--- config.mk ---
export PLATFORM = sky130hd
export DESIGN_NAME = multi_motor_pid_position_drive
export DESIGN_NICKNAME = d
export VERILOG_FILES = /design/src/rtl/mmpd_pkg.sv /design/src/rtl/mmpd_div.sv /design/src/rtl/mmpd_ctrl.sv /design/src/rtl/mmpd_dp.sv /design/src/rtl/multi_motor_pid_position_drive.sv
export VERILOG_INCLUDE_DIRS = /design/src /design/src/rtl
export SDC_FILE = /design/constraint.sdc
export NUM_CORES = 2
export LEC_CHECK = 0
export BUFFER_PORTS_ARGS = -buffer_cell sky130_fd_sc_hd__buf_2
export CAP_MARGIN = 10
export CELL_PAD_IN_SITES_DETAIL_PLACEMENT = 0
export CELL_PAD_IN_SITES_GLOBAL_PLACEMENT = 1
export CORE_ASPECT_RATIO = 0.6
export CORE_MARGIN = 2
export CORE_UTILIZATION = 52
export DETAILED_ROUTE_END_ITERATION = 8
export PLACE_DENSITY_LB_ADDON = 0.05
export SLEW_MARGIN = 20
export SYNTH_ARGS = -nofsm -noshare
export SYNTH_HDL_FRONTEND = slang
export SYNTH_HIERARCHICAL = 1
export SYNTH_SLANG_ARGS = --single-unit
--- constraint.sdc ---
create_clock -name i_clk -period 11 [get_ports i_clk]
set_clock_uncertainty 0.2 [all_clocks]
set_input_delay 1.65 -clock i_clk [delete_from_list [all_inputs] [get_ports i_clk]]
set_output_delay 1.65 -clock i_clk [all_outputs]
set_load 0.02 [all_outputs]
--- src/rtl/multi_motor_pid_position_drive_assert.svh ---
// assertion macros shared by the multi-motor pid drive modules
// expects i_clk and i_rst_n in the scope of every use
`ifndef MULTI_MOTOR_PID_POSITION_DRIVE_ASSERT_SVH
`define MULTI_MOTOR_PID_POSITION_DRIVE_ASSERT_SVH

// same-cycle implication
`define MMPD_ASSERT_IMP(lbl, ante, cons, msg) \
    lbl: assert property (@(posedge i_clk) disable iff (!i_rst_n) (ante) |-> (cons)) \
        else $error(msg);

// next-cycle implication
`define MMPD_ASSERT_NXT(lbl, ante, cons, msg) \
    lbl: assert property (@(posedge i_clk) disable iff (!i_rst_n) (ante) |=> (cons)) \
        else $error(msg);

`endif

--- src/rtl/mmpd_pkg.sv ---
// shared types, widths and codes of the multi-motor pid position drive
// no dependencies
package mmpd_pkg;

    localparam int MOTORS_DEF = 6;

    // field and datapath widths
    localparam int MOTOR_W = 3;
    localparam int POS_W   = 24;
    localparam int DT_W    = 10;
    localparam int ERR_W   = 25;
    localparam int DIFF_W  = 26;
    localparam int NUM_W   = 36;
    localparam int PROD_W  = 53;
    localparam int ACC_W   = 64;
    localparam int INT_W   = 32;
    localparam int ISUM_W  = 37;
    localparam int GAIN_W  = 16;
    localparam int ILIM_W  = 24;
    localparam int OLIM_W  = 8;
    localparam int POL_W   = 6;
    localparam int PWM_W   = 9;
    localparam int DIR_W   = 2;
    localparam int DUTY_W  = 8;
    localparam int CIDX_W  = 3;
    localparam int CDATA_W = 24;

    // shared divider, two quotient bits per cycle
    localparam int DIV_LONG  = 18;
    localparam int DIV_SHORT = 9;
    localparam int DIV_CNT_W = 5;
    localparam int DVS_W     = 10;
    localparam int SHORT_W   = 18;

    // |T| at or above 256 * 256000 always saturates the output
    localparam logic [ACC_W-1:0] SAT_MAG = 64'd65536000;
    localparam int SCALE_SHIFT = 8;
    localparam logic [DVS_W-1:0] SCALE_DIV = 10'd1000;

    // register indexes
    localparam logic [CIDX_W-1:0] CFG_GAIN_P   = 3'd0;
    localparam logic [CIDX_W-1:0] CFG_GAIN_I   = 3'd1;
    localparam logic [CIDX_W-1:0] CFG_GAIN_D   = 3'd2;
    localparam logic [CIDX_W-1:0] CFG_INT_LIM  = 3'd3;
    localparam logic [CIDX_W-1:0] CFG_OUT_LIM  = 3'd4;
    localparam logic [CIDX_W-1:0] CFG_POLARITY = 3'd5;

    // register reset values
    localparam logic [GAIN_W-1:0] RST_GAIN_P   = 16'd256;
    localparam logic [GAIN_W-1:0] RST_GAIN_I   = 16'd0;
    localparam logic [GAIN_W-1:0] RST_GAIN_D   = 16'd0;
    localparam logic [ILIM_W-1:0] RST_INT_LIM  = 24'd500000;
    localparam logic [OLIM_W-1:0] RST_OUT_LIM  = 8'd255;
    localparam logic [POL_W-1:0]  RST_POLARITY = 6'd8;

    // multiplier operand select
    localparam logic [1:0] MS_DT = 2'd0;
    localparam logic [1:0] MS_P  = 2'd1;
    localparam logic [1:0] MS_D  = 2'd2;
    localparam logic [1:0] MS_I  = 2'd3;

    // accumulator operations
    localparam logic [1:0] ACC_HOLD  = 2'd0;
    localparam logic [1:0] ACC_LOAD  = 2'd1;
    localparam logic [1:0] ACC_ADD   = 2'd2;
    localparam logic [1:0] ACC_SCALE = 2'd3;

    // direction codes
    localparam logic [DIR_W-1:0] DIR_COAST = 2'b00;
    localparam logic [DIR_W-1:0] DIR_FWD   = 2'b01;
    localparam logic [DIR_W-1:0] DIR_REV   = 2'b11;

    typedef struct packed {
        logic [GAIN_W-1:0] gain_p;
        logic [GAIN_W-1:0] gain_i;
        logic [GAIN_W-1:0] gain_d;
        logic [ILIM_W-1:0] integral_limit;
        logic [OLIM_W-1:0] output_limit;
        logic [POL_W-1:0]  polarity_mask;
    } t_cfg;

    typedef struct packed {
        logic       capture;
        logic       calc_err;
        logic       prep;
        logic       integ_wr;
        logic       clear_wr;
        logic       div_start;
        logic       div_short;
        logic       deriv_ld;
        logic       mul_en;
        logic [1:0] mul_sel;
        logic [1:0] acc_op;
        logic       mag_ld;
        logic       pwm_ld;
        logic       out_ld;
    } t_cmd;

    typedef struct packed {
        logic run;
        logic div_done;
        logic out_free;
    } t_stat;

endpackage

--- src/rtl/mmpd_div.sv ---
// shared unsigned restoring divider, two quotient bits per cycle
// depends on mmpd_pkg
module mmpd_div (
    input  logic                       i_clk,
    input  logic                       i_rst_n,
    input  logic                       i_start,
    input  logic                       i_short,
    input  logic [mmpd_pkg::NUM_W-1:0] i_dividend,
    input  logic [mmpd_pkg::DVS_W-1:0] i_divisor,
    output logic                       o_done,
    output logic [mmpd_pkg::NUM_W-1:0] o_quot
);
    import mmpd_pkg::*;

    logic [DVS_W-1:0]     r_rem;
    logic [NUM_W-1:0]     r_quo;
    logic [DVS_W-1:0]     r_dvs;
    logic [DIV_CNT_W-1:0] r_cnt;
    logic                 r_busy;
    logic                 r_done;

    logic [DVS_W:0]   w_t1;
    logic [DVS_W+1:0] w_d1;
    logic             w_q1;
    logic [DVS_W-1:0] w_rem1;
    logic [DVS_W:0]   w_t2;
    logic [DVS_W+1:0] w_d2;
    logic             w_q2;
    logic [DVS_W-1:0] w_rem2;

    // two dependent restoring steps; remainder stays below the divisor
    always_comb begin
        w_t1   = {r_rem, r_quo[NUM_W-1]};
        w_d1   = {1'b0, w_t1} - {2'b00, r_dvs};
        w_q1   = ~w_d1[DVS_W+1];
        w_rem1 = w_q1 ? w_d1[DVS_W-1:0] : w_t1[DVS_W-1:0];
        w_t2   = {w_rem1, r_quo[NUM_W-2]};
        w_d2   = {1'b0, w_t2} - {2'b00, r_dvs};
        w_q2   = ~w_d2[DVS_W+1];
        w_rem2 = w_q2 ? w_d2[DVS_W-1:0] : w_t2[DVS_W-1:0];
    end

    always_ff @(posedge i_clk) begin
        if (!i_rst_n) begin
            r_busy <= 1'b0;
            r_done <= 1'b0;
            r_cnt  <= '0;
        end else begin
            r_done <= r_busy && (r_cnt == DIV_CNT_W'(1));
            if (i_start) begin
                r_busy <= 1'b1;
                r_cnt  <= i_short ? DIV_CNT_W'(DIV_SHORT) : DIV_CNT_W'(DIV_LONG);
            end else if (r_busy) begin
                r_cnt <= r_cnt - DIV_CNT_W'(1);
                if (r_cnt == DIV_CNT_W'(1)) begin
                    r_busy <= 1'b0;
                end
            end
        end
    end

    // short mode expects the dividend aligned to the top bits
    always_ff @(posedge i_clk) begin
        if (i_start) begin
            r_rem <= '0;
            r_quo <= i_dividend;
            r_dvs <= i_divisor;
        end else if (r_busy) begin
            r_rem <= w_rem2;
            r_quo <= {r_quo[NUM_W-3:0], w_q1, w_q2};
        end
    end

    assign o_done = r_done;
    assign o_quot = r_quo;

endmodule

--- src/rtl/mmpd_ctrl.sv ---
// sequencer of the multi-motor pid drive: steps one tick through the datapath
// depends on mmpd_pkg and the assertion macro header
`include "multi_motor_pid_position_drive_assert.svh"

module mmpd_ctrl (
    input  logic            i_clk,
    input  logic            i_rst_n,
    input  logic            i_in_valid,
    output logic            o_in_ready,
    input  mmpd_pkg::t_stat i_stat,
    output mmpd_pkg::t_cmd  o_cmd
);
    import mmpd_pkg::*;

    localparam logic [3:0] ST_IDLE  = 4'd0;
    localparam logic [3:0] ST_LOAD  = 4'd1;
    localparam logic [3:0] ST_MUL_E = 4'd2;
    localparam logic [3:0] ST_INTEG = 4'd3;
    localparam logic [3:0] ST_DIV_D = 4'd4;
    localparam logic [3:0] ST_MUL_P = 4'd5;
    localparam logic [3:0] ST_MUL_D = 4'd6;
    localparam logic [3:0] ST_ACC_D = 4'd7;
    localparam logic [3:0] ST_SCALE = 4'd8;
    localparam logic [3:0] ST_MUL_I = 4'd9;
    localparam logic [3:0] ST_ACC_I = 4'd10;
    localparam logic [3:0] ST_MAG   = 4'd11;
    localparam logic [3:0] ST_DIV_O = 4'd12;
    localparam logic [3:0] ST_DONE  = 4'd13;

    logic [3:0] r_state;
    logic [3:0] n_state;

    always_comb begin
        n_state = r_state;
        o_cmd   = '0;
        case (r_state)
            ST_IDLE: begin
                if (i_in_valid) begin
                    o_cmd.capture = 1'b1;
                    n_state       = ST_LOAD;
                end
            end
            ST_LOAD: begin
                o_cmd.calc_err = 1'b1;
                if (i_stat.run) begin
                    n_state = ST_MUL_E;
                end else begin
                    o_cmd.clear_wr = 1'b1;
                    n_state        = ST_DONE;
                end
            end
            ST_MUL_E: begin
                o_cmd.prep    = 1'b1;
                o_cmd.mul_en  = 1'b1;
                o_cmd.mul_sel = MS_DT;
                n_state       = ST_INTEG;
            end
            ST_INTEG: begin
                o_cmd.integ_wr  = 1'b1;
                o_cmd.div_start = 1'b1;
                n_state         = ST_DIV_D;
            end
            ST_DIV_D: begin
                if (i_stat.div_done) begin
                    o_cmd.deriv_ld = 1'b1;
                    n_state        = ST_MUL_P;
                end
            end
            ST_MUL_P: begin
                o_cmd.mul_en  = 1'b1;
                o_cmd.mul_sel = MS_P;
                n_state       = ST_MUL_D;
            end
            ST_MUL_D: begin
                o_cmd.mul_en  = 1'b1;
                o_cmd.mul_sel = MS_D;
                o_cmd.acc_op  = ACC_LOAD;
                n_state       = ST_ACC_D;
            end
            ST_ACC_D: begin
                o_cmd.acc_op = ACC_ADD;
                n_state      = ST_SCALE;
            end
            ST_SCALE: begin
                o_cmd.acc_op = ACC_SCALE;
                n_state      = ST_MUL_I;
            end
            ST_MUL_I: begin
                o_cmd.mul_en  = 1'b1;
                o_cmd.mul_sel = MS_I;
                n_state       = ST_ACC_I;
            end
            ST_ACC_I: begin
                o_cmd.acc_op = ACC_ADD;
                n_state      = ST_MAG;
            end
            ST_MAG: begin
                o_cmd.mag_ld    = 1'b1;
                o_cmd.div_start = 1'b1;
                o_cmd.div_short = 1'b1;
                n_state         = ST_DIV_O;
            end
            ST_DIV_O: begin
                if (i_stat.div_done) begin
                    o_cmd.pwm_ld = 1'b1;
                    n_state      = ST_DONE;
                end
            end
            ST_DONE: begin
                if (i_stat.out_free) begin
                    o_cmd.out_ld = 1'b1;
                    n_state      = ST_IDLE;
                end
            end
            default: begin
                n_state = ST_IDLE;
            end
        endcase
    end

    always_ff @(posedge i_clk) begin
        if (!i_rst_n) begin
            r_state <= ST_IDLE;
        end else begin
            r_state <= n_state;
        end
    end

    assign o_in_ready = (r_state == ST_IDLE);

    `MMPD_ASSERT_IMP(a_div_done_awaited, i_stat.div_done, (r_state == ST_DIV_D) || (r_state == ST_DIV_O), "divider finished while sequencer not waiting")
    `MMPD_ASSERT_IMP(a_out_load_free, o_cmd.out_ld, i_stat.out_free, "result loaded over an untaken result")
    `MMPD_ASSERT_NXT(a_capture_to_load, o_cmd.capture, r_state == ST_LOAD, "captured tick not followed by load step")
    `MMPD_ASSERT_IMP(a_store_write_run, o_cmd.integ_wr, i_stat.run, "loop state written for a stopped motor")

endmodule

--- src/rtl/mmpd_dp.sv ---
// datapath of the multi-motor pid drive: per-motor state, shared multiplier,
// accumulator, divider and output register; depends on mmpd_pkg, mmpd_div
`include "multi_motor_pid_position_drive_assert.svh"

module mmpd_dp #(
    parameter int MOTORS = mmpd_pkg::MOTORS_DEF
) (
    input  logic                          i_clk,
    input  logic                          i_rst_n,
    input  mmpd_pkg::t_cfg                i_cfg,
    input  mmpd_pkg::t_cmd                i_cmd,
    output mmpd_pkg::t_stat               o_stat,
    input  logic [mmpd_pkg::MOTOR_W-1:0]  i_motor,
    input  logic                          i_enable,
    input  logic [mmpd_pkg::POS_W-1:0]    i_target,
    input  logic [mmpd_pkg::POS_W-1:0]    i_position,
    input  logic [mmpd_pkg::DT_W-1:0]     i_dt_ms,
    input  logic                          i_out_ready,
    output logic                          o_out_valid,
    output logic [mmpd_pkg::MOTOR_W-1:0]  o_motor_out,
    output logic [mmpd_pkg::PWM_W-1:0]    o_pwm,
    output logic [mmpd_pkg::DIR_W-1:0]    o_direction,
    output logic [mmpd_pkg::DUTY_W-1:0]   o_duty
);
    import mmpd_pkg::*;

    localparam int MIDX_W = (MOTORS > 1) ? $clog2(MOTORS) : 1;

    // captured tick
    logic [MOTOR_W-1:0] r_motor;
    logic               r_enable;
    logic [POS_W-1:0]   r_target;
    logic [POS_W-1:0]   r_position;
    logic [DT_W-1:0]    r_dt;

    // working registers
    logic [ERR_W-1:0]  r_err;
    logic [ERR_W-1:0]  r_last;
    logic [INT_W-1:0]  r_istore_rd;
    logic [NUM_W-1:0]  r_dnum;
    logic [INT_W-1:0]  r_integ;
    logic [NUM_W-1:0]  r_deriv;
    logic [PROD_W-1:0] r_prod;
    logic [ACC_W-1:0]  r_acc;
    logic              r_neg;
    logic              r_sat;
    logic [DUTY_W-1:0] r_pmag;
    logic              r_pneg;

    // per-motor loop state
    logic [INT_W-1:0] r_istore [MOTORS];
    logic [ERR_W-1:0] r_lstore [MOTORS];

    // result register
    logic               r_out_valid;
    logic [MOTOR_W-1:0] r_motor_out;
    logic [PWM_W-1:0]   r_pwm;
    logic [DIR_W-1:0]   r_dir;
    logic [DUTY_W-1:0]  r_duty;

    logic [MIDX_W-1:0] w_idx;
    logic              w_in_range;
    logic [DIFF_W-1:0] w_diff;
    logic [NUM_W-1:0]  w_diff_x;
    logic [NUM_W-1:0]  w_dabs;

    logic [GAIN_W-1:0]        w_mul_a;
    logic [NUM_W-1:0]         w_mul_b;
    logic signed [PROD_W-1:0] w_ma;
    logic signed [PROD_W-1:0] w_mb;
    logic signed [PROD_W-1:0] w_prod;

    logic signed [ISUM_W-1:0] w_isum;
    logic signed [ISUM_W-1:0] w_lim;
    logic signed [ISUM_W-1:0] w_lim_neg;
    logic [ISUM_W-1:0]        w_iclamp;
    logic signed [INT_W-1:0]  w_lim32;
    logic                     w_integ_in_lim;

    logic [ACC_W-1:0]  w_prod_x;
    logic [ACC_W-1:0]  w_mag;
    logic [NUM_W-1:0]  w_div_num;
    logic [DVS_W-1:0]  w_div_dvs;
    logic              w_div_done;
    logic [NUM_W-1:0]  w_quot;
    logic [DUTY_W-1:0] w_qmag;
    logic [DUTY_W-1:0] w_pmag;
    logic [7:0]        w_pol_x;
    logic              w_rev;

    assign w_idx      = MIDX_W'(r_motor);
    assign w_in_range = (32'(r_motor) < MOTORS);

    // (err - last) * 1000 by shift and subtract
    assign w_diff   = {r_err[ERR_W-1], r_err} - {r_last[ERR_W-1], r_last};
    assign w_diff_x = {{(NUM_W-DIFF_W){w_diff[DIFF_W-1]}}, w_diff};
    assign w_dabs   = r_dnum[NUM_W-1] ? (~r_dnum + NUM_W'(1)) : r_dnum;

    // shared multiplier: unsigned gain or dt times signed operand
    always_comb begin
        case (i_cmd.mul_sel)
            MS_DT: begin
                w_mul_a = {{(GAIN_W-DT_W){1'b0}}, r_dt};
                w_mul_b = {{(NUM_W-ERR_W){r_err[ERR_W-1]}}, r_err};
            end
            MS_P: begin
                w_mul_a = i_cfg.gain_p;
                w_mul_b = {{(NUM_W-ERR_W){r_err[ERR_W-1]}}, r_err};
            end
            MS_D: begin
                w_mul_a = i_cfg.gain_d;
                w_mul_b = r_deriv;
            end
            default: begin
                w_mul_a = i_cfg.gain_i;
                w_mul_b = {{(NUM_W-INT_W){r_integ[INT_W-1]}}, r_integ};
            end
        endcase
    end

    assign w_ma   = {{(PROD_W-GAIN_W){1'b0}}, w_mul_a};
    assign w_mb   = {{(PROD_W-NUM_W){w_mul_b[NUM_W-1]}}, w_mul_b};
    assign w_prod = w_ma * w_mb;

    // integral update with symmetric clamp
    assign w_isum    = $signed({{(ISUM_W-INT_W){r_istore_rd[INT_W-1]}}, r_istore_rd})
                     + $signed(r_prod[ISUM_W-1:0]);
    assign w_lim     = $signed({{(ISUM_W-ILIM_W){1'b0}}, i_cfg.integral_limit});
    assign w_lim_neg = -w_lim;
    assign w_iclamp  = (w_isum > w_lim)     ? w_lim :
                       (w_isum < w_lim_neg) ? w_lim_neg : w_isum;

    assign w_lim32        = $signed({{(INT_W-ILIM_W){1'b0}}, i_cfg.integral_limit});
    assign w_integ_in_lim = ($signed(r_integ) <= w_lim32) && ($signed(r_integ) >= -w_lim32);

    assign w_prod_x = {{(ACC_W-PROD_W){r_prod[PROD_W-1]}}, r_prod};
    assign w_mag    = r_acc[ACC_W-1] ? (~r_acc + ACC_W'(1)) : r_acc;

    assign w_div_num = i_cmd.div_short
                     ? {w_mag[SCALE_SHIFT+SHORT_W-1:SCALE_SHIFT], {(NUM_W-SHORT_W){1'b0}}}
                     : w_dabs;
    assign w_div_dvs = i_cmd.div_short ? SCALE_DIV : r_dt;

    mmpd_div u_div (
        .i_clk      (i_clk),
        .i_rst_n    (i_rst_n),
        .i_start    (i_cmd.div_start),
        .i_short    (i_cmd.div_short),
        .i_dividend (w_div_num),
        .i_divisor  (w_div_dvs),
        .o_done     (w_div_done),
        .o_quot     (w_quot)
    );

    // output magnitude: saturated or quotient, then the output limit
    assign w_qmag = (r_sat || (|w_quot[NUM_W-1:DUTY_W])) ? {DUTY_W{1'b1}} : w_quot[DUTY_W-1:0];
    assign w_pmag = (w_qmag > i_cfg.output_limit) ? i_cfg.output_limit : w_qmag;

    // motors past the mask width are never reversed
    assign w_pol_x = {{(8-POL_W){1'b0}}, i_cfg.polarity_mask};
    assign w_rev   = w_pol_x[r_motor];

    always_ff @(posedge i_clk) begin
        if (i_cmd.capture) begin
            r_motor    <= i_motor;
            r_enable   <= i_enable;
            r_target   <= i_target;
            r_position <= i_position;
            r_dt       <= (i_dt_ms == '0) ? DT_W'(1) : i_dt_ms;
            r_pmag     <= '0;
            r_pneg     <= 1'b0;
        end
        if (i_cmd.calc_err) begin
            r_err       <= {r_target[POS_W-1], r_target} - {r_position[POS_W-1], r_position};
            r_last      <= w_in_range ? r_lstore[w_idx] : '0;
            r_istore_rd <= w_in_range ? r_istore[w_idx] : '0;
        end
        if (i_cmd.prep) begin
            r_dnum <= (w_diff_x << 10) - (w_diff_x << 4) - (w_diff_x << 3);
        end
        if (i_cmd.integ_wr) begin
            r_integ <= w_iclamp[INT_W-1:0];
        end
        if (i_cmd.deriv_ld) begin
            r_deriv <= r_dnum[NUM_W-1] ? (~w_quot + NUM_W'(1)) : w_quot;
        end
        if (i_cmd.mul_en) begin
            r_prod <= w_prod;
        end
        case (i_cmd.acc_op)
            ACC_LOAD:  r_acc <= w_prod_x;
            ACC_ADD:   r_acc <= r_acc + w_prod_x;
            ACC_SCALE: r_acc <= (r_acc << 10) - (r_acc << 4) - (r_acc << 3);
            default:   r_acc <= r_acc;
        endcase
        if (i_cmd.mag_ld) begin
            r_neg <= r_acc[ACC_W-1];
            r_sat <= (w_mag >= SAT_MAG);
        end
        if (i_cmd.pwm_ld) begin
            r_pmag <= w_pmag;
            r_pneg <= r_neg && (w_pmag != '0);
        end
    end

    always_ff @(posedge i_clk) begin
        if (!i_rst_n) begin
            for (int m = 0; m < MOTORS; m++) begin
                r_istore[m] <= '0;
                r_lstore[m] <= '0;
            end
        end else if (w_in_range) begin
            if (i_cmd.integ_wr) begin
                r_istore[w_idx] <= w_iclamp[INT_W-1:0];
                r_lstore[w_idx] <= r_err;
            end else if (i_cmd.clear_wr && !r_enable) begin
                r_istore[w_idx] <= '0;
                r_lstore[w_idx] <= '0;
            end
        end
    end

    always_ff @(posedge i_clk) begin
        if (!i_rst_n) begin
            r_out_valid <= 1'b0;
        end else if (i_cmd.out_ld) begin
            r_out_valid <= 1'b1;
        end else if (i_out_ready) begin
            r_out_valid <= 1'b0;
        end
    end

    always_ff @(posedge i_clk) begin
        if (i_cmd.out_ld) begin
            r_motor_out <= r_motor;
            r_pwm       <= r_pneg ? (~{1'b0, r_pmag} + PWM_W'(1)) : {1'b0, r_pmag};
            r_duty      <= r_pmag;
            if (r_pmag == '0) begin
                r_dir <= DIR_COAST;
            end else if (r_pneg ^ w_rev) begin
                r_dir <= DIR_REV;
            end else begin
                r_dir <= DIR_FWD;
            end
        end
    end

    assign o_stat.run      = r_enable && w_in_range;
    assign o_stat.div_done = w_div_done;
    assign o_stat.out_free = !r_out_valid || i_out_ready;

    assign o_out_valid = r_out_valid;
    assign o_motor_out = r_motor_out;
    assign o_pwm       = r_pwm;
    assign o_direction = r_dir;
    assign o_duty      = r_duty;

    `MMPD_ASSERT_NXT(a_integ_clamped, i_cmd.integ_wr, w_integ_in_lim, "integral outside its limit")
    `MMPD_ASSERT_NXT(a_pwm_limited, i_cmd.pwm_ld, r_pmag <= i_cfg.output_limit, "output magnitude above limit")
    `MMPD_ASSERT_IMP(a_coast_iff_idle, r_out_valid, (r_duty == '0) == (r_dir == DIR_COAST), "direction and duty disagree")

endmodule

--- src/rtl/multi_motor_pid_position_drive.sv ---
// top level of the multi-motor pid position drive: register file and instances
// depends on mmpd_pkg, mmpd_ctrl, mmpd_dp (which holds mmpd_div)

// PID position loop shared over MOTORS motors (default six). Each input
// transfer is one control tick for one motor; each tick gives exactly one
// result transfer, and the next tick can be taken in the cycle in which
// that result first appears. Most of the work of an enabled tick on a
// valid motor is the shared two-bit-per-cycle divider: the derivative
// (error change * 1000 / dt) runs through it in long mode, and the final
// scaling by 1/256000 runs through the same divider in short mode. One
// 17x36 multiplier is used four times in sequence (err*dt, P, D, I terms).
// A disabled tick or a motor index outside the array skips the arithmetic
// and gives a zero result. A result that is not taken holds the sequencer
// in its last step until the output register frees up. One tick is in
// work at a time; the result sits in an output register, so the next tick
// is accepted while the previous result waits to be taken.
// Integral and last error per motor live in flip-flops cleared by reset.
// Registers are to be written through the config channel only while the
// block is idle; the block itself does not enforce this. The channel is
// always ready and indexes past the last register are ignored.
module multi_motor_pid_position_drive #(
    parameter int MOTORS = mmpd_pkg::MOTORS_DEF
) (
    input  logic                          i_clk,
    input  logic                          i_rst_n,
    // tick input channel
    input  logic                          i_valid,
    output logic                          o_ready,
    input  logic [mmpd_pkg::MOTOR_W-1:0]  i_motor,
    input  logic                          i_enable,
    input  logic [mmpd_pkg::POS_W-1:0]    i_target,
    input  logic [mmpd_pkg::POS_W-1:0]    i_position,
    input  logic [mmpd_pkg::DT_W-1:0]     i_dt_ms,
    // result channel
    output logic                          o_valid,
    input  logic                          i_ready,
    output logic [mmpd_pkg::MOTOR_W-1:0]  o_motor_out,
    output logic [mmpd_pkg::PWM_W-1:0]    o_pwm,
    output logic [mmpd_pkg::DIR_W-1:0]    o_direction,
    output logic [mmpd_pkg::DUTY_W-1:0]   o_duty,
    // config write channel
    input  logic                          i_cfg_valid,
    output logic                          o_cfg_ready,
    input  logic [mmpd_pkg::CIDX_W-1:0]   i_cfg_index,
    input  logic [mmpd_pkg::CDATA_W-1:0]  i_cfg_data
);
    import mmpd_pkg::*;

    t_cfg  r_cfg;
    t_cmd  w_cmd;
    t_stat w_stat;

    // config registers, truncated to each register's width
    always_ff @(posedge i_clk) begin
        if (!i_rst_n) begin
            r_cfg.gain_p         <= RST_GAIN_P;
            r_cfg.gain_i         <= RST_GAIN_I;
            r_cfg.gain_d         <= RST_GAIN_D;
            r_cfg.integral_limit <= RST_INT_LIM;
            r_cfg.output_limit   <= RST_OUT_LIM;
            r_cfg.polarity_mask  <= RST_POLARITY;
        end else if (i_cfg_valid) begin
            case (i_cfg_index)
                CFG_GAIN_P:   r_cfg.gain_p         <= i_cfg_data[GAIN_W-1:0];
                CFG_GAIN_I:   r_cfg.gain_i         <= i_cfg_data[GAIN_W-1:0];
                CFG_GAIN_D:   r_cfg.gain_d         <= i_cfg_data[GAIN_W-1:0];
                CFG_INT_LIM:  r_cfg.integral_limit <= i_cfg_data[ILIM_W-1:0];
                CFG_OUT_LIM:  r_cfg.output_limit   <= i_cfg_data[OLIM_W-1:0];
                CFG_POLARITY: r_cfg.polarity_mask  <= i_cfg_data[POL_W-1:0];
                default:      r_cfg <= r_cfg;
            endcase
        end
    end

    assign o_cfg_ready = 1'b1;

    // sequencer
    mmpd_ctrl u_ctrl (
        .i_clk      (i_clk),
        .i_rst_n    (i_rst_n),
        .i_in_valid (i_valid),
        .o_in_ready (o_ready),
        .i_stat     (w_stat),
        .o_cmd      (w_cmd)
    );

    // arithmetic, loop state and result register
    mmpd_dp #(
        .MOTORS (MOTORS)
    ) u_dp (
        .i_clk       (i_clk),
        .i_rst_n     (i_rst_n),
        .i_cfg       (r_cfg),
        .i_cmd       (w_cmd),
        .o_stat      (w_stat),
        .i_motor     (i_motor),
        .i_enable    (i_enable),
        .i_target    (i_target),
        .i_position  (i_position),
        .i_dt_ms     (i_dt_ms),
        .i_out_ready (i_ready),
        .o_out_valid (o_valid),
        .o_motor_out (o_motor_out),
        .o_pwm       (o_pwm),
        .o_direction (o_direction),
        .o_duty      (o_duty)
    );

endmodule
## After elaboration in Yosys (flattened, before gate mapping)

Memory sizes are Yosys's and may differ from the RTL's. A register that Yosys moved wholly into a read port is not among the register bits.
Index checks and enable logic that the tools add are counted.

- Register bits: 495
- Latch bits: 0
- Bits in writable memories: 342
- Memory bits (read-only): 0
- Bits of input ports: 94
- Output and inout bits: 25
- Logic and storage cells: 200
- Memories kept: 2

- Add/sub/neg operators: 16
- $mul: 1
- Div/mod/pow operators: 0
- Order comparisons: 6
- Eq/ne operators: 28
- Shifts and indexed selects: 0
- Mux-type cells: 71
- Bitwise operators: 9
- Reductions and logical operators: 33

Memory list:

| memory | depth | width | read ports | clocked after Yosys merged registers in | wr ports | RTL line | RTL |
|---|---|---|---|---|---|---|---|
| u_dp.r_istore | 6 | 32 | 1 | 1 | 6 | mmpd_dp.sv:51 | `logic [INT_W-1:0] r_istore [MOTORS];` |
| u_dp.r_lstore | 6 | 25 | 1 | 1 | 6 | mmpd_dp.sv:52 | `logic [ERR_W-1:0] r_lstore [MOTORS];` |

Operator list:

| operator | number |
|---|---|
| $pmux 64 s3 | 1 |
| $mux 36 | 5 |
| $mux 32 | 4 |
| $sub 64x64->64 | 2 |
| $add 36x1->36 const B | 2 |
| $not 36->36 | 2 |
| $pmux 36 s2 | 1 |
| $sub 36x36->36 | 2 |
| $add 64x1->64 const B | 1 |
| $add 64x64->64 | 1 |
| $ge 64x26->1 const B | 1 |
| $mux 64 | 1 |
| $not 64->64 | 1 |
| $pmux 4 s14 | 1 |
| $mul 17x36->53 | 1 |
| $mux 25 | 2 |
| $pmux 16 s3 | 1 |
| $mux 8 | 5 |
| $add 32x37->37 | 1 |
| $gt 37x25->1 | 1 |
| $lt 37x37->1 | 1 |
| $neg 24->37 | 1 |
| $mux 1 | 34 |
| $reduce_or 32->1 | 1 |
| 48 further kinds | 91 |

## Depth between registers and ports, before layout

- Word-level depth: 13
- Depth in mapped cells: 35

## Hierarchy

The synthesis kept the hierarchy.

By module, submodules not included:

| module | times used | cells an instance | area each (um^2) | sequential area each (um^2) |
|---|---|---|---|---|
| mmpd_dp | 1 | 7297 | 70560.2 | 22121.2 |
| mmpd_div | 1 | 322 | 3724.8 | 1721.7 |
| multi_motor_pid_position_drive | 1 | 325 | 3320.7 | 1721.7 |
| mmpd_ctrl | 1 | 64 | 440.4 | 80.1 |

## Least setup slack after synthesis

Ideal clock, no wire load.

- Kind: flip-flop to flip-flop
- Start: reg u_ctrl.r_state[2]
- End: reg u_dp.r_prod[52], data pin
- Setup time: 0.157 ns
- Arrival: 8.925 ns
- Data required time: 10.643 ns
- Path slack: 1.718 ns
- Cell stages (with the launch flop): 35
- Clock period less this slack: 9.282 ns
- Cells stage by stage: dfxtp_1 clkbuf_1 nand2b_1 a21oi_1 clkbuf_1 buf_1 clkbuf_1 clkbuf_1 mux2i_1 a21oi_1 nand2_1 fa_1 inv_1 fa_1 inv_1 fa_1 inv_1 fa_1 fa_1 inv_1 fa_1 inv_1 ha_1 a21o_1 a21o_1 a21oi_1 o21ai_0 a221oi_1 a21oi_1 o211ai_1 nand3_1 a41oi_1 o21ai_0 and4_1 nor3_1

RTL lines:

| item | RTL line | RTL |
|---|---|---|
| start, declared | mmpd_ctrl.sv:30 | `logic [3:0] r_state;` |
| start signal, assigned | mmpd_ctrl.sv:125 | `r_state <= n_state;` |
| end signal, assigned | mmpd_dp.sv:188 | `r_prod <= w_prod;` |
| end, declared | mmpd_dp.sv:43 | `logic [PROD_W-1:0] r_prod;` |

==> flow_metrics.tcl <==
set metrics [dict create \
    drt-pass1-iter-count 6 \
    via_count 60800 \
    multi_input_area_mm2 0.0474 \
    grt_pass1_vias 57900 \
    numPortBuffers 117 \
    die_h_um 304 \
    wl_um 263000 \
    die-width_um 504 \
    synth-seq-cells 890 \
    hold-path-endpoint "r_cfg[68]$_SDFFE_PN0P_" \
    synth_cells 8008 \
    drive_gt1_frac 0.0785 \
    dieArea_mm2 0.153 \
    arrival_ns 10.61 \
    cts-resized-gates 0 \
    setup-violations-final 0 \
    synth_flop_cell "edfxtp_1" \
    start_kind "flop" \
    hold_path.class "reg2reg" \
    hpwlAfterDp_um 208000 \
    holdPathStages 2 \
    std_cell_rows 110 \
    seq_area_mm2 0.0256 \
    grt_max_degree 107 \
    gp_congestion 0.974 \
    ff2ff_path_depth 26 \
    synth.avg_cell_area_um2 9.75 \
    hold_buffers 0 \
    seq_area_frac_synth 0.329 \
    cap_violations 0 \
    grt_overflow 0 \
    synthDistinctLibCells 111 \
    yosysMostFrequentCell "inv_1" \
    track_usage 0.343 \
    cts_max_level 3 \
    worstMarginPinSlew_ns 1.17 \
    synthArstFlopShare 0 \
    cts_tree "built" \
    r2r_end "u_dp/r_prod[51]$_DFFE_PP_" \
    fillers 13400 \
    fin_cells 10100 \
    synth_edf_count 782 \
    vias_per_cell 6.02 \
    worstSetupPathType "reg2reg" \
    initial_core_util 0.522 \
    rsz0062_at_grt "false" \
    fin_tns_setup_ns 0 \
    placed_cell_area_mm2 0.0808 \
    outcome "completed" \
    cts_root_buffer "clkbuf_16" \
    fin_nets 9242 \
    cts_setup_buffers 0 \
    cts_buffers 88 \
    drc 0 \
    synth_area_leaders "edfxtp_1 (30%), fa_1 (16%), ha_1 (8.4%)" \
    clk_pin_slew_ns 0.07 \
    drt_iter0_markers 7431 \
    core-area_mm2 0.149 \
    synth_top_cell_area_share 0.301 \
    hp-start "r_cfg[68]$_SDFFE_PN0P_" \
    cts.sinks 890 \
    ios 119 \
    post-route-period-util 0.945 \
    cts.path.max_buffers 3 \
    fmax_ghz 0.0962 \
    max_slew_margin 0.205 \
    synth_area_mm2 0.0780 \
    critPathCaptureType "flop" \
    post-route-cell-area_mm2 0.0839 \
    area_growth_pct 7.49 \
    fin_crit_ns 10.39 \
    grt_pass1_wl_um 391000 \
    worst-path-max-fanout 36 \
    final_max_slew_viol_count 0 \
    ys_warn_count 6 \
    wire_per_inst_um 26.0 \
    clk_latency_ns 0.74 \
    ant_nets 0 \
    reg2reg_from "u_ctrl/r_state[0]$_SDFFE_PN0P_" \
    hold_viol_final 0 \
    place_inst 9922 \
    antenna_found_initial 22 \
    ys_top_cells_by_count "inv_1 (1,014), nor2_1 (912), nand2_1 (787)" \
    required_ns 11.22 \
    synth_area_leader_cell "edfxtp_1" \
    reg2reg_slack_ns 0.61 \
]
## worst max-delay path by stage
stage                                   startpoint                   endpoint  slack (ns)  cells past startpoint
detailed placement  u_ctrl/r_state[0]$_SDFFE_PN0P_  u_dp/r_prod[52]$_DFFE_PP_        0.83                     29
finish              u_ctrl/r_state[0]$_SDFFE_PN0P_  u_dp/r_prod[51]$_DFFE_PP_        0.61                     26
CTS                 u_ctrl/r_state[0]$_SDFFE_PN0P_  u_dp/r_prod[52]$_DFFE_PP_        0.71                     29
global placement    u_ctrl/r_state[0]$_SDFFE_PN0P_  u_dp/r_prod[52]$_DFFE_PP_        0.89                     30
floorplan           u_ctrl/r_state[2]$_SDFFE_PN0P_  u_dp/r_prod[52]$_DFFE_PP_        1.72                     34
global route        u_ctrl/r_state[0]$_SDFFE_PN0P_  u_dp/r_prod[52]$_DFFE_PP_        0.09                     29
## metal layers
metal / track usage / wire (um) / vias up
met2: 0.418 / 93800 / 2996
met4: 0.0544 / 3880 / 18
li1: - / - / 27300
met1: 0.577 / 129000 / 30300
met5: 0 / 119 / -
met3: 0.111 / 35400 / 221
## sequential cells by signal, summed over array words and instances (netlist names), 7 cells and up
name	flops
r_cfg	86
u_dp/o_duty	7
u_dp/o_pwm	9
u_dp/r_acc	64
u_dp/r_deriv	36
u_dp/r_dnum	33
u_dp/r_dt	10
u_dp/r_err	25
u_dp/r_integ	32
u_dp/r_istore	192
u_dp/r_istore_rd	32
u_dp/r_last	25
u_dp/r_lstore	150
u_dp/r_pmag	8
u_dp/r_position	24
u_dp/r_prod	53
u_dp/r_target	24
u_dp/u_div/o_quot	36
u_dp/u_div/r_dvs	10
u_dp/u_div/r_rem	10
## critical path, stage by stage, from the launching register on
cell and delay [ns]:
dfxtp_1 0.76, nand2b_1 0.38, o22ai_4 0.77, buf_4 0.50, nand2_1 0.14, o21ai_1 0.59
nor2_1 0.16, fa_1 0.55, inv_1 0.05, fa_1 0.46, fa_1 0.49, fa_1 0.54
inv_1 0.08, fa_1 0.52, fa_1 0.51, ha_1 0.37, a211o_1 0.29, or2_2 0.29
a211oi_1 0.21, o21ai_0 0.26, o21ai_0 0.44, o21ai_0 0.23, o31a_1 0.35, a21oi_1 0.30
o211ai_1 0.20, a311oi_1 0.34, xnor2_1 0.10
## per-stage QoR
step	utilization	hold WS, ns	setup slack (ns)
global route	0.561	0.273	0.0867
floorplan	-	0.224	1.72
finish	0.561	0.255	0.608
global placement	0.540	0.240	0.888
CTS	0.561	0.256	0.710
detailed placement	0.540	0.247	0.827
## cells by family after synthesis
family / Yosys count / synth area share
and+or+nand+nor: 2433 / 0.140
AOI/OAI and AO/OA: 1440 / 0.118
buffers and inverters: 1348 / 0.0668
adders and majority gates: 1150 / 0.244
DFF: 890 / 0.329
xor gates and xnor gates: 380 / 0.0426
muxes: 365 / 0.0593
other: 2 / 0.0000962
## cell usage in the layout (no fill, tap or decap), drive strengths merged, types with 69 or more instances in the layout
master  synthesis  final
fa            623    623
xnor2         265    265
mux2           69     69
o21ai         318    318
edfxtp        782    782
nor3          112    112
nor2          912    912
clkbuf        266    110
a21o          209    209
ha            527    527
o21a           72     72
nor2b         103    103
dfxtp         108    108
mux2i         234    234
a21oi         413    413
nand2         787    787
xor2          115    115
buf            61    225
inv          1020   1025
nand2b         69     69
nand3          80     80
## final cells by class
class | count | area share
well taps | 2016 | 0.0301
multi-input cells | 5772 | 0.565
repair buffers | 225 | 0.0171
clock buffers | 110 | 0.0277
clock inverters | 54 | 0.00868
diodes | 5 | 0.000149
inverters | 1021 | 0.0457
flip-flops and latches | 890 | 0.306
Power is left out: the tool's default activity adds up to more than one toggle a clock period on the data nets, which glitch-free logic cannot reach.
